**src/hw/rtl/mipd_pkg.sv**
```systemverilog
`timescale 1ns / 1ps
`default_nettype none
// ----------------------------------------------------------------------------
// mipd_pkg
// shared types and constants of the monochrome icon plane decoder
// ----------------------------------------------------------------------------
package mipd_pkg;

    localparam int HDR_BYTES = 14;
    localparam int WIN_BYTES = 18;
    localparam int DIM_LIMIT = 4096;

    // configuration register indexes
    localparam logic [1:0] CFG_EXP_FIG = 2'd0;
    localparam logic [1:0] CFG_CURSOR  = 2'd1;
    localparam logic [1:0] CFG_ICON    = 2'd2;
    localparam logic [1:0] CFG_MAX_DIM = 2'd3;

    // status codes
    localparam logic [1:0] ST_OK     = 2'd0;
    localparam logic [1:0] ST_BADHDR = 2'd1;
    localparam logic [1:0] ST_TRUNC  = 2'd2;
    localparam logic [1:0] ST_BIG    = 2'd3;

    // pixel colors
    localparam logic [1:0] COL_BLACK = 2'd0;
    localparam logic [1:0] COL_WHITE = 2'd1;
    localparam logic [1:0] COL_TRANS = 2'd2;
    localparam logic [1:0] COL_GRAY  = 2'd3;

    // one xor byte handed from the front end to the pixel emitter
    typedef struct packed {
        logic        has_byte;  // xor byte present with columns below 4096
        logic [7:0]  xor_byte;
        logic [11:0] col_base;  // column of the msb
        logic [11:0] row;
        logic [12:0] width_m;   // image width, 1 to 4096
        logic        has_stat;
        logic [1:0]  stat;
    } t_job;

endpackage

`default_nettype wire

```
**src/hw/rtl/mipd_emit.sv**
```systemverilog
`timescale 1ns / 1ps
`default_nettype none
// ----------------------------------------------------------------------------
// mipd_emit
// expands one xor byte and its and-mask byte into pixel items, then status if any
// ----------------------------------------------------------------------------
module mipd_emit (
    input  wire                  i_clk,
    input  wire                  i_rst_n,
    input  wire                  i_job_valid,
    output logic                 o_job_ready,
    input  mipd_pkg::t_job       i_job,
    input  wire  [7:0]           i_mask,     // valid in the cycle after accept
    output logic                 o_valid,
    input  wire                  i_ready,
    output logic [31:0]          o_data      // last, color, x, y, status, zeros, kind
);
    import mipd_pkg::*;

    logic        r_busy, r_first;
    t_job        r_job;
    logic [7:0]  r_mask;
    logic [3:0]  r_bit;      // next bit, 8 means status stage
    logic        r_ov;
    logic [31:0] r_od;

    logic [7:0]  w_mask;
    logic [11:0] w_x;
    logic        w_pix_here, w_more_pix, w_out_free, w_emit, w_done;
    logic        w_put, w_step, w_take;
    logic [7:0]  w_rest;
    logic [1:0]  w_col;
    logic        w_a, w_b, w_lastr;
    logic [2:0]  w_sh;

    assign w_mask = r_first ? i_mask : r_mask;
    assign w_sh   = 3'd7 - r_bit[2:0];
    assign w_x    = r_job.col_base + {9'd0, r_bit[2:0]};
    assign w_a    = w_mask[w_sh];
    assign w_b    = r_job.xor_byte[w_sh];
    assign w_pix_here = r_job.has_byte && !r_bit[3] && ({1'b0, w_x} < r_job.width_m);
    assign w_out_free = !r_ov || i_ready;

    // remaining visible pixels after this bit
    always_comb begin
        w_rest = 8'd0;
        for (int k = 0; k < 8; k++) begin
            w_rest[k] = (k > int'(r_bit[2:0])) && !r_bit[3] && r_job.has_byte &&
                        (({1'b0, r_job.col_base} + 13'(k)) < r_job.width_m);
        end
    end
    assign w_more_pix = |w_rest;
    assign w_lastr = !w_more_pix && !r_job.has_stat;

    always_comb begin
        case ({w_a, w_b})
            2'b00:   w_col = COL_BLACK;
            2'b01:   w_col = COL_WHITE;
            2'b10:   w_col = COL_TRANS;
            default: w_col = COL_GRAY;
        endcase
    end

    assign w_emit = r_busy && w_out_free && (r_bit[3] ? r_job.has_stat : 1'b1);
    assign w_put  = w_emit && (r_bit[3] || w_pix_here);
    assign w_step = r_busy && w_out_free && !r_bit[3];
    // job finishes when nothing is left after the current step
    assign w_done = r_busy && w_out_free &&
                    (r_bit[3] || (!w_more_pix && !r_job.has_stat));
    assign o_job_ready = !r_busy || w_done;
    assign w_take = i_job_valid && o_job_ready;

    // sequencer and output register
    always_ff @(posedge i_clk) begin
        if (!i_rst_n) begin
            r_busy <= 1'b0;
            r_first <= 1'b0;
            r_ov <= 1'b0;
            r_bit <= 4'd0;
        end else begin
            r_ov <= (r_ov && !i_ready) || w_put;
            if (w_put) begin
                r_od <= r_bit[3] ? {1'b1, 2'd0, r_job.stat, 24'd0, COL_BLACK, 1'b1}
                                 : {1'b0, 2'd0, ST_OK, r_job.row, w_x, w_col, w_lastr};
            end
            if (r_first) r_mask <= i_mask;
            if (w_take) begin
                r_busy <= 1'b1;
                r_first <= 1'b1;
                r_job <= i_job;
                r_bit <= i_job.has_byte ? 4'd0 : 4'd8;
            end else begin
                r_first <= 1'b0;
                if (w_done) r_busy <= 1'b0;
                if (w_step) r_bit <= w_more_pix ? r_bit + 4'd1 : 4'd8;
            end
        end
    end

    assign o_valid = r_ov;
    assign o_data  = r_od;

endmodule

`default_nettype wire

```
**config.mk**
```make
export PLATFORM = sky130hd
export DESIGN_NAME = mipd_emit
export DESIGN_NICKNAME = d
export VERILOG_FILES = /design/src/hw/rtl/mipd_pkg.sv /design/src/hw/rtl/mipd_emit.sv
export SDC_FILE = /design/constraint.sdc
export NUM_CORES = 1
export LEC_CHECK = 0
export ABC_AREA = 1
export BUFFER_PORTS_ARGS = -buffer_cell sky130_fd_sc_hd__buf_4
export CAP_MARGIN = 25
export CORE_ASPECT_RATIO = 0.9
export CORE_MARGIN = 1.5
export CORE_UTILIZATION = 30
export DETAILED_ROUTE_END_ITERATION = 10
export PLACE_DENSITY = 0.58
export SLEW_MARGIN = 10
export SYNTH_ARGS = -nofsm -noshare
export SYNTH_HDL_FRONTEND = slang
export SYNTH_SLANG_ARGS = --single-unit
```
**constraint.sdc**
```tcl
create_clock -name i_clk -period 7.05 [get_ports i_clk]
set_input_delay 0.3525 -clock i_clk [delete_from_list [all_inputs] [get_ports i_clk]]
set_output_delay 0.3525 -clock i_clk [all_outputs]
set_load 0.02 [all_outputs]
```
=== After elaboration in Yosys (flattened, before gate mapping) ===
Cells that the tools add are included.

* Flip-flop bits (word level): 96
* Output and inout port bits: 34

* Add/subtract/negate cells: 10
* Order comparisons: 16
* Equality and inequality tests: 2
* Multiplexer cells: 15
* Reduce and logical (&&, ||, !) cells: 48

{| class="wikitable"
|+ Operator list
! kind !! count
|-
| less-than comparator 13 bit || 7
|-
| adder 12 x 3 -> 13 bit (second input constant) || 4
|-
| two-way mux 32 bit || 1
|-
| logical AND 1 bit || 31
|-
| adder 12 x 2 -> 13 bit (second input constant) || 2
|-
| two-way mux 4 bit || 4
|-
| adder 12 x 1 -> 13 bit (second input constant) || 1
|-
| less-than comparator 12 x 13 -> 1 bit || 1
|-
| adder 12 x 3 -> 12 bit || 1
|-
| greater-than comparator 3 bit (first input constant) || 4
|-
| two-way mux 8 bit || 1
|-
| OR reduction 7 bit || 1
|-
| binary-select mux 1 bit (select 3 bit) || 2
|-
| greater-than comparator 2 x 3 -> 1 bit (first input constant) || 2
|-
| logical NOT 1 bit || 6
|-
| two-way mux 1 bit || 6
|-
| case mux 2 bit (3 select lines) || 1
|-
| logical OR 1 bit || 5
|-
| adder 4 x 1 -> 4 bit (second input constant) || 1
|-
| less-than comparator 3 x 4 -> 1 bit (second input constant) || 1
|-
| AND reduction 2 bit || 2
|-
| nonzero test 2 bit || 2
|-
| greater-than comparator 1 x 3 -> 1 bit (first input constant) || 1
|-
| subtractor 3 bit (first input constant) || 1
|-
| 3 further kinds || 3
|}

=== Longest topological paths before layout ===
Gate-level depths: netlist (run 1).

* Depth after elaboration: 12
* Gate-level depth with buffers: 25
* Mapped depth without buffers: 24

=== Worst setup path after synthesis (run 1) ===
No wires, ideal clock.

* Path type: register to register
* Start: register r_job[30] (netlist name)
* End: register r_job[0] (netlist name), enable pin
* Arrival: 4.958 ns
* Path slack: 1.636 ns
* Cell stages (with the launch flop): 24
* Cell sequence: edfxtp_1 ha_1 clkbuf_1 inv_1 nor2_1 nand2_1 xor2_1 nor2_1 a21oi_1 ha_1 nand2_1 nor2_1 nand2_1 nor2_1 nand2_1 nand3_1 nand2_1 nor2_2 nand3_2 nand2_2 nand2_2 nand2_4 nand2_4 nor2_1

* Word-level cells in the longest chain between the ends: 11
* Elaborated cells between the ends (all ways): 29

{| class="wikitable"
|+ Ends and longest elaborated chain
! what !! RTL line !! source
|-
| start, declared || mipd_emit.sv:21 || <nowiki>t_job r_job;</nowiki>
|-
| start signal, assigned || mipd_emit.sv:90 || <nowiki>r_job <= i_job;</nowiki>
|-
| adder 12 x 1 -> 13 bit (tied with other cells) || mipd_emit.sv:49 || <nowiki>(({1'b0, r_job.col_base} + 13'(k)) < r_job.width_m);</nowiki>
|-
| less-than comparator 13 bit || mipd_emit.sv:49 ||
|-
| logical AND 1 bit || mipd_emit.sv:48 || <nowiki>w_rest[k] = (k > int'(r_bit[2:0])) && !r_bit[3] && r_job.has_byte &&</nowiki>
|-
| OR reduction 7 bit * || mipd_emit.sv:52 || <nowiki>assign w_more_pix = |w_rest;</nowiki>
|-
| logical NOT 1 bit * || mipd_emit.sv:69 || <nowiki>(r_bit[3] || (!w_more_pix && !r_job.has_stat));</nowiki>
|-
| logical AND 1 bit * || mipd_emit.sv:69 ||
|-
| logical OR 1 bit * || mipd_emit.sv:69 ||
|-
| logical AND 1 bit * || mipd_emit.sv:68 || <nowiki>assign w_done = r_busy && w_out_free &&</nowiki>
|-
| logical OR 1 bit * || mipd_emit.sv:70 || <nowiki>assign o_job_ready = !r_busy || w_done;</nowiki>
|-
| via o_job_ready || mipd_emit.sv:11 || <nowiki>output logic o_job_ready,</nowiki>
|-
| logical AND 1 bit * || mipd_emit.sv:71 || <nowiki>assign w_take = i_job_valid && o_job_ready;</nowiki>
|-
| AND reduction 2 bit (no line) * || -- ||
|}

The timed path passes the listed nets; every way through them passes the cells marked *.
A chain may end at the register's enable or synchronous reset.

=== Worst setup path after layout (run 1) ===
* Start: register r_job[30] (netlist name)
* End: register r_job[32] (netlist name), enable pin

* Word-level cells in the longest chain between the ends: 11
* Elaborated cells between the ends (all ways): 29

{| class="wikitable"
|+ Ends and longest elaborated chain
! what !! RTL line
|-
| adder 12 x 1 -> 13 bit (tied with other cells) || mipd_emit.sv:49
|-
| less-than comparator 13 bit || mipd_emit.sv:49
|-
| logical AND 1 bit || mipd_emit.sv:48
|-
| OR reduction 7 bit * || mipd_emit.sv:52
|-
| logical NOT 1 bit * || mipd_emit.sv:69
|-
| logical AND 1 bit * || mipd_emit.sv:69
|-
| logical OR 1 bit * || mipd_emit.sv:69
|-
| logical AND 1 bit * || mipd_emit.sv:68
|-
| logical OR 1 bit * || mipd_emit.sv:70
|-
| logical AND 1 bit * || mipd_emit.sv:71
|-
| AND reduction 2 bit (no line) * || --
|}

Every way passes the cells marked *; elsewhere a longest branch is shown, timed or not.

==> results of run 1 <==
[per-layer routing]
layer | routed length (µm) | vias up | part of all wire
met5 | 0 | - | 0
met4 | 215 | 0 | 0.011
met3 | 911 | 23 | 0.048
met2 | 8206 | 151 | 0.43
met1 | 9731 | 2635 | 0.51
li1 | - | 2918 | -
[power by group]
part,leakage [µW],switching (µW),internal [µW]
clock,0.000147,229,283
combinational,0.00305,179,114
sequential,0.000867,20.1,642
total,0.00406,427,1040
[logic make-up (layout without fill, tap and decap cells)]
family	Yosys count	count (layout)	share of synthesized area
and+or+nand+nor	355	355	0.2071
buffers and inverters	145	238	0.07942
adders and majority gates	109	109	0.1897
DFF	94	94	0.3807
AOI/OAI and AO/OA	70	70	0.05260
xor gates and xnor gates	64	64	0.07752
muxes	8	8	0.01246
other	1	2	0.0005186
[sequential cells by signal, indices dropped and copies added, names as in the netlist]
name and cells:
r_job 49, o_data 30, r_mask 8, r_bit 4, o_valid 1, r_busy 1, r_first 1
[stage by stage]
stage | setup slack [ns] | power [µW]
final | 2.435 | 1467
after floorplan | 1.636 | 863.6
after detailed placement | 2.507 | 966.1
after global placement | 2.550 | 962.9
after CTS | 2.492 | 1479
after global routing | 2.038 | 1543
[worst max-delay path by stage]
stage / cells after the start / startpoint / end / slack (ns)
after global placement: 22 / r_job[33] / r_job[31] / 2.55
after floorplan: 23 / r_job[30] / r_job[0] / 1.64
final: 23 / r_job[30] / r_job[32] / 2.43
after CTS: 22 / r_job[33] / r_job[28] / 2.49
after detailed placement: 22 / r_job[33] / r_job[31] / 2.51
after global routing: 23 / r_job[30] / r_job[31] / 2.04
[cell type report]
type                            instances  area (µm²)
Clock inverter                          7       90.09
Clock buffer                            9       225.2
Sequential cell                        94        2753
Multi-Input combinational cell        608        3918
Timing Repair Buffer                   95       713.2
Inverter                              127       476.7
Tap cell                              302       377.9
Fill cell                            2400       14990
[cell usage in the layout (no fill, tap or decap), types with 15 or more instances in the layout]
cell | netlist | final
edfxtp_1 | 87 | 87
o21ai_0 | 15 | 15
buf_4 | 7 | 95
ha_1 | 108 | 108
xor2_1 | 61 | 61
inv_1 | 118 | 118
a21oi_1 | 43 | 43
nor2_1 | 103 | 101
nand2_1 | 178 | 178
nand3_1 | 37 | 37
[critical path: stages (launching register included)]
cell      delay, ns
edfxtp_1       0.64
ha_1           0.42
inv_1          0.17
nor2_1         0.25
nand2_1        0.18
xor2_1         0.37
nor2_1         0.07
a21oi_1        0.20
ha_1           0.19
nand2_1        0.06
nor2_1         0.13
nand2_1        0.07
nor2_1         0.09
nand2_1        0.06
nand3_1        0.07
nand2_1        0.08
nor2_2         0.16
nand3_2        0.08
nand2_2        0.08
nand2_2        0.06
nand2_4        0.09
nand2_4        0.09
nor2_4         0.07
buf_4          0.51
==> flow_summary.json, run 1 <==
{
  "status": "finished with violations",
  "violations": "DRC",
  "r2r_start": "r_job[30]",
  "ys_async_sr_fraction": 0,
  "reg2reg_depth": 23,
  "fin_util": 0.3633,
  "nets": 1105,
  "r2r_end": "r_job[32]",
  "regToRegSetupSlack_ns": 2.43,
  "arrival_ns": 4.60,
  "required_ns": 7.04,
  "synth_area_leaders": "edfxtp_1, ha_1, nand2_1",
  "coreArea_mm2": 0.02354,
  "skew_ns": 0.01094,
  "grt_max_degree": 50,
  "cp-end-kind": "register",
  "rsz0062_at_grt": "no",
  "grt_usage": 0.1521,
  "start_kind": "register",
  "synth_seq_area_share": 0.3807,
  "gr-usage-met3": 0.02708,
  "cts_buffers": 9,
  "yosys_warnings": 0,
  "cts_tree": "done",
  "max-vdd-ir-drop_uv": 121.8,
  "synth_flop_cell": "edfxtp_1",
  "postCtsSetupRepairBufs": 0,
  "insertion_delay_ns": 0.35,
  "start_util": 0.3071,
  "syn-instance-count": 846,
  "routedWlPerCell_um": 15.35,
  "area.growth.synth_to_final_pct": 18.29,
  "vias": 5727,
  "finalSetupViolations": 0,
  "path_clk_slew_ns": 0.08,
  "vias_per_cell": 4.611,
  "min_from": "i_job[23]",
  "port_buffers": 92,
  "hold_viol": 0,
  "grt_pass1_vias": 5426,
  "ios": 95,
  "cts.root.buffer_cell": "clkbuf_16",
  "avgSynthCellArea_um2": 8.547,
  "die_h_um": 150.3,
  "fin_setup_tns_ns": 0,
  "grt_pass1_wl_mm": 29.33,
  "dpl_cell_area_mm2": 0.008238,
  "maxCapViolations": 0,
  "hold_end": "r_job[23]",
  "critPathMaxFanout": 49,
  "synth_most_common_cell": "nand2_1",
  "fin_cells": 1242,
  "use_met2": 0.2368,
  "routabilityCongestion": 0.8766,
  "busiest_layer": "met2",
  "timing.hold.ws_ns": 0.1728,
  "synth_top_cell_area_share": 0.3613,
  "diodes": 0,
  "worstMarginPinSlew_ns": 0.6632,
  "h-tree-depth": 3,
  "cts_resized": 0,
  "yosysUniqueCellTypes": 35,
  "hp-class": "input pin to register",
  "grt_use_met1": 0.2204,
  "holdPathStages": 1,
  "drive_gt1_frac": 0.1585,
  "timing.final.crit_share": 0.6547,
  "grt_antenna_before_repair": 0,
  "placedCellCount": 1226,
  "dieWidth_um": 166.6,
  "leakage_uw": 0.004060,
  "postLayoutCellArea_mm2": 0.008553,
  "drt_iter0_markers": 459,
  "fmax_mhz": 216.7,
  "rows": 53,
  "dieArea_mm2": 0.02504,
  "period_minus_slack_ns": 4.615,
  "yosys-top-cells-count": "nand2_1, inv_1, ha_1, nor2_1, edfxtp_1",
  "slew_headroom": 0.5579,
  "ant_nets": 0,
  "synth_edf_count": 87,
  "yosys.area.top_type": "edfxtp_1",
  "cts_sinks": 94,
  "cts.path.max_buffers": 2,
  "dr.pass1.iters": 10,
  "powerDensity_mw_per_mm2": 171.5,
  "routed_wl_mm": 19.06,
  "ys_ff_latch": 94,
  "overflow": 0,
  "drc": 6,
  "maxSlewViolCount": 0,
  "critPathKind": "register to register",
  "syn_area_mm2": 0.007231,
  "ctsHoldBuffers": 0,
  "dp_hpwl_mm": 15.23
}
No activity file was read; power rests on OpenSTA's default activity.
==> run 2: changes to the inputs <==
PLACE_DENSITY = 0.6   (was 0.58)
clock period = 3.9 ns   (was 7.05 ns; I/O delays follow)
==> flow_summary.json, run 2 (synthesized netlist as in run 1, its figures left out) <==
{
  "largest_reg_flops": 49,
  "die_h_um": 150.3,
  "finalSetupViolations": 0,
  "cts_sinks": 94,
  "overflow": 0,
  "path_clk_slew_ns": 0.08,
  "area.growth.synth_to_final_pct": 27.15,
  "cp-end-kind": "output port",
  "largest_register": "r_job",
  "ant_nets": 0,
  "final_cell_mix": "nand2_1, buf_4, inv_1",
  "port_buffers": 92,
  "fin_setup_tns_ns": 0,
  "dieArea_mm2": 0.02504,
  "power_uw": 2697,
  "rows": 53,
  "nFillCells": 2333,
  "critPathMaxFanout": 5,
  "required_ns": 3.70,
  "grt_antenna_before_repair": 0,
  "cts_buffers": 9,
  "hp-class": "input pin to register",
  "routedWlPerCell_um": 15.13,
  "dr.pass1.iters": 10,
  "routed_wl_mm": 19.76,
  "nets": 1168,
  "rsz0062_at_grt": "no",
  "violations": "DRC",
  "drive_gt1_frac": 0.2124,
  "start_util": 0.3071,
  "coreArea_mm2": 0.02354,
  "drc": 12,
  "timing.final.crit_share": 0.9530,
  "critPathKind": "register to output port",
  "cts.path.max_buffers": 2,
  "dp_hpwl_mm": 15.59,
  "fmax_mhz": 269.1,
  "cts.root.buffer_cell": "clkbuf_16",
  "vias": 5979,
  "grt_usage": 0.1569,
  "arrival_ns": 3.52,
  "grt_pass1_vias": 5712,
  "drt_iter0_markers": 412,
  "status": "finished with violations",
  "skew_ns": 0.01200,
  "powerDensity_mw_per_mm2": 293.4,
  "grt_pass1_wl_mm": 30.47,
  "insertion_delay_ns": 0.36,
  "ios": 95,
  "cts_tree": "done",
  "mostFrequentLayoutCell": "nand2_1",
  "vias_per_cell": 4.578,
  "maxSlewViolCount": 0,
  "period_minus_slack_ns": 3.717,
  "leakage_uw": 0.004377,
  "hold_viol": 0,
  "h-tree-depth": 3,
  "routabilityCongestion": 0.9166,
  "start_kind": "register",
  "grt_max_degree": 45,
  "maxCapViolations": 0,
  "max-vdd-ir-drop_uv": 194.2,
  "dieWidth_um": 166.6
}
run 2: cell count changes in the layout (fill, tap and decap cells not counted), moves of 3 or more:
cell / delta
nor2_2: +3
inv_1: -3
buf_12: +3
nor2_1: -6
buf_4: +42
inv_2: +3
dlygate4sd3_1: +16
nor2_4: +3
run 2: worst max-delay path, cell delays in order (launching register included):
cell	delay, ns
edfxtp_1	0.45
buf_4	0.18
buf_4	0.15
ha_1	0.25
a21oi_1	0.17
buf_4	0.18
xor2_1	0.21
ha_1	0.28
nand2_1	0.09
inv_1	0.04
nand2_1	0.06
nand3_1	0.22
nand2_1	0.12
nand2_1	0.07
nand2_2	0.08
nor2_4	0.04
nand3_2	0.07
nand2_2	0.06
nand2_2	0.07
nand2_4	0.06
buf_4	0.14
buf_4	0.15
run 2: path summary, 6_finish.rpt:
| kind | startpoint | end | slack [ns] | depth (start not counted) |
|---|---|---|---|---|
| setup / recovery | r_job[31] | o_job_ready | 0.18 | 21 |
| hold / removal | i_job[4] | r_job[4] | 0.009 | 1 |
| setup reg to reg | r_job[31] | r_job[28] | 0.23 | 23 |
| hold reg to reg | r_job[0] | o_data[27] | 0.51 | 2 |
run 2: area by class of cell:
cell class | instances | area, µm² | share of cell area
multi-input combinational | 608 | 3988 | 0.4337
sequential | 94 | 2753 | 0.2994
timing repair buffer | 158 | 1285 | 0.1398
inverter | 127 | 476.7 | 0.05185
tap | 302 | 377.9 | 0.04110
clock buffer | 9 | 225.2 | 0.02450
clock inverter | 7 | 86.33 | 0.009390
antenna | 1 | 2.502 | 0.0002722
run 2: per-layer routing:
metal,global-route usage,vias up,wire [µm]
met3,0.02524,10,1273
met5,0,-,0
met1,0.2306,2758,9890
met2,0.2468,166,8501
li1,-,3045,-
met4,0.02136,0,90
run 2: power breakdown:
group | internal [µW] | switching [µW] | leakage [µW]
Clock | 461 | 443 | 0.000151
Sequential | 1160 | 21.4 | 0.000867
Combinational | 255 | 358 | 0.00336
Total | 1870 | 823 | 0.00438
run 2: timing repair:
item                                   in CTS  in global routing
setup buffers                               2                  8
pin swaps                                   0                  1
setup endpoints to repair                   1                 64
cloned                                      0                  2
endpoints found under the hold margin      14                  2
hold buffers                               14                  2
resized for setup                           0                 20
run 2: per-stage QoR:
step / util / hold slack [ns] / instances / setup WS [ns] / area [µm²]
2_1_floorplan: - / 0.2939 / 847 / 0.004633 / 7248
6_report: 0.3905 / 0.009307 / 1306 / 0.1834 / 9194
5_1_grt: 0.3904 / 0.001395 / 1305 / 0.005668 / 9191
3_3_place_gp: 0.3623 / 0.3736 / 1261 / 0.08455 / 8528
4_1_cts: 0.3821 / 0.00005501 / 1293 / 0.002533 / 8995
3_5_place_dp: 0.3623 / 0.3744 / 1261 / 0.02726 / 8528
==> run 3: changes to the inputs <==
CORE_UTILIZATION = 54   (was 30)
PLACE_DENSITY = 0.8   (was 0.6)
==> flow_summary.json, run 3 (synthesized netlist as in run 1, its figures left out) <==
{
  "grt_pass1_vias": 6119,
  "status": "completed",
  "coreArea_mm2": 0.01288,
  "insertion_delay_ns": 0.35,
  "dp_hpwl_mm": 15.32,
  "drc": 0,
  "die_h_um": 112.8,
  "nets": 1162,
  "arrival_ns": 3.61,
  "placedCellCount": 1134,
  "critPathKind": "register to output port",
  "maxSlewViolCount": 0,
  "reg2reg_depth": 23,
  "skew_ns": 0.01172,
  "critPathMaxFanout": 3,
  "fmax_mhz": 262.9,
  "drt_iter0_markers": 483,
  "r2r_start": "r_job[33]",
  "postLayoutCellArea_mm2": 0.008942,
  "path_clk_slew_ns": 0.07,
  "path_buf_inv": 4,
  "postLayoutSetupSlackWorst_ns": 0.09663,
  "vias_per_cell": 5.358,
  "holdPathStages": 1,
  "hold_viol": 0,
  "min_from": "i_job[24]",
  "r2r_end": "r_job[38]",
  "crit_chain": "nand2_2, nor2_4, inv_2, nor4_4, buf_4, nand2_1, xor2_1, ha_1, nand2_1, nor2_1, nand2_1, nor2_1, nand2_1, nand3_1, nand2_2, nor2_4, nand3_2, nand2_2, nand2_2, nand2_4, buf_4, buf_4",
  "cts_buffers": 9,
  "max-vdd-ir-drop_uv": 268.7,
  "maxCapViolations": 0,
  "grt_max_degree": 32,
  "slowest_stage": "edfxtp_1",
  "mostFrequentLayoutCell": "nand2_1",
  "ant_nets": 0,
  "grt_usage": 0.2762,
  "final_cell_mix": "nand2_1, buf_4, inv_1",
  "cts.path.max_buffers": 2,
  "finalSetupViolations": 0,
  "ctsHoldBuffers": 0,
  "start_util": 0.5613,
  "fin_setup_tns_ns": 0,
  "h-tree-depth": 3,
  "dr.pass1.iters": 5,
  "start_kind": "register",
  "period_minus_slack_ns": 3.803,
  "dp_slack_ns": 0.08330,
  "grt_antenna_before_repair": 0,
  "routabilityCongestion": 1.053,
  "dieWidth_um": 125.0,
  "area.growth.synth_to_final_pct": 23.67,
  "leakage_uw": 0.004341,
  "regToRegSetupSlack_ns": 0.12,
  "rows": 39,
  "overflow": 0,
  "grt_pass1_wl_mm": 30.23,
  "hold_end": "r_job[24]",
  "port_buffers": 92,
  "cpLargestDelayFamily": "simple AND/OR/NAND/NOR gates",
  "powerDensity_mw_per_mm2": 297.4,
  "dpl_cell_area_mm2": 0.008438,
  "required_ns": 3.70,
  "drive_gt1_frac": 0.2337,
  "cts_tree": "done",
  "diodes": 0,
  "routed_wl_mm": 19.49,
  "cp-end-kind": "output port",
  "timing.final.crit_share": 0.9752,
  "fin_cells": 1161,
  "vias": 6221,
  "largest_reg_flops": 49,
  "max_stage_delay_ns": 0.47,
  "cts_sinks": 94,
  "cts.root.buffer_cell": "clkbuf_16",
  "routedWlPerCell_um": 16.79,
  "ios": 95,
  "hp-class": "input pin to register",
  "largest_register": "r_job",
  "dieArea_mm2": 0.01409
}
==> run 3: cell count changes in the layout (fill, tap and decap cells not counted), moves of 2 or more <==
cell,change
buf_4,+13
clkinv_8,-2
clkinvlp_4,+2
dlygate4sd3_1,-16
inv_6,-3
inv_8,+2
nand3_1,-2
nor2_2,+2
nor3_1,-2
nor3_2,+2
==> run 3: power breakdown <==
group	internal [µW]	leakage, µW	total, µW	switching, µW
logic	249	0.00333	610	361
registers	1160	0.000867	1180	24.3
clock network	452	0.000140	865	413
==> run 3: repair_timing <==
item                                    in CTS  in global routing
resized for setup                            0                 31
setup buffers                                0                 11
endpoints found under the setup margin       0                 80
==> run 3: worst max-delay path by stage <==
stage	start	end	slack (ns)	cells after the start
global placement	r_job[29]	r_job[34]	0.20	23
finish	r_job[33]	o_job_ready	0.1	22
floorplan	r_job[30]	r_job[0]	0.005	23
CTS	r_job[29]	o_job_ready	0.03	22
global route	r_job[33]	o_job_ready	-0.05	23
detailed placement	r_job[29]	r_job[10]	0.08	23
==> run 3: area by class of cell <==
cell class                 count  area [µm²]
timing repair buffer         152        1166
fill                        1024        3940
clock inverter                 7       73.82
sequential                    94        2753
clock buffer                   9       225.2
inverter                     127       476.7
multi-input combinational    608        4043
tap                          164       205.2
==> run 3: routing by layer <==
layer | global-route usage | part of all wire | vias to the layer above
li1 | - | - | 3037
met1 | 0.3679 | 0.42 | 2873
met2 | 0.4437 | 0.46 | 266
met3 | 0.05768 | 0.084 | 45
met4 | 0.1106 | 0.036 | 0
met5 | 0 | 0 | -
==> run 3: through the flow <==
step | power [µW] | hold slack (ns) | utilization
floorplan | 1561 | 0.2939 | -
CTS | 2640 | 0.01070 | 0.6782
detailed placement | 1783 | 0.3743 | 0.6550
global route | 2780 | 0.005177 | 0.6942
finish | 2660 | 0.01682 | 0.6942
global placement | 1763 | 0.3728 | 0.6550
==> run 3: worst register-to-register path, stage by stage, from the launching register on <==
cell      delay (ns)
edfxtp_1        0.47
nand2_2         0.13
nor2_4          0.14
inv_2           0.06
nor4_4          0.40
buf_4           0.19
nand2_1         0.06
xor2_1          0.15
ha_1            0.27
nand2_1         0.07
nor2_1          0.19
nand2_1         0.07
nor2_1          0.09
nand2_1         0.06
nand3_1         0.13
nand2_2         0.09
nor2_4          0.12
nand3_2         0.09
nand2_2         0.08
nand2_2         0.06
nand2_4         0.07
nand2_4         0.05
nor2_4          0.19
buf_4           0.23
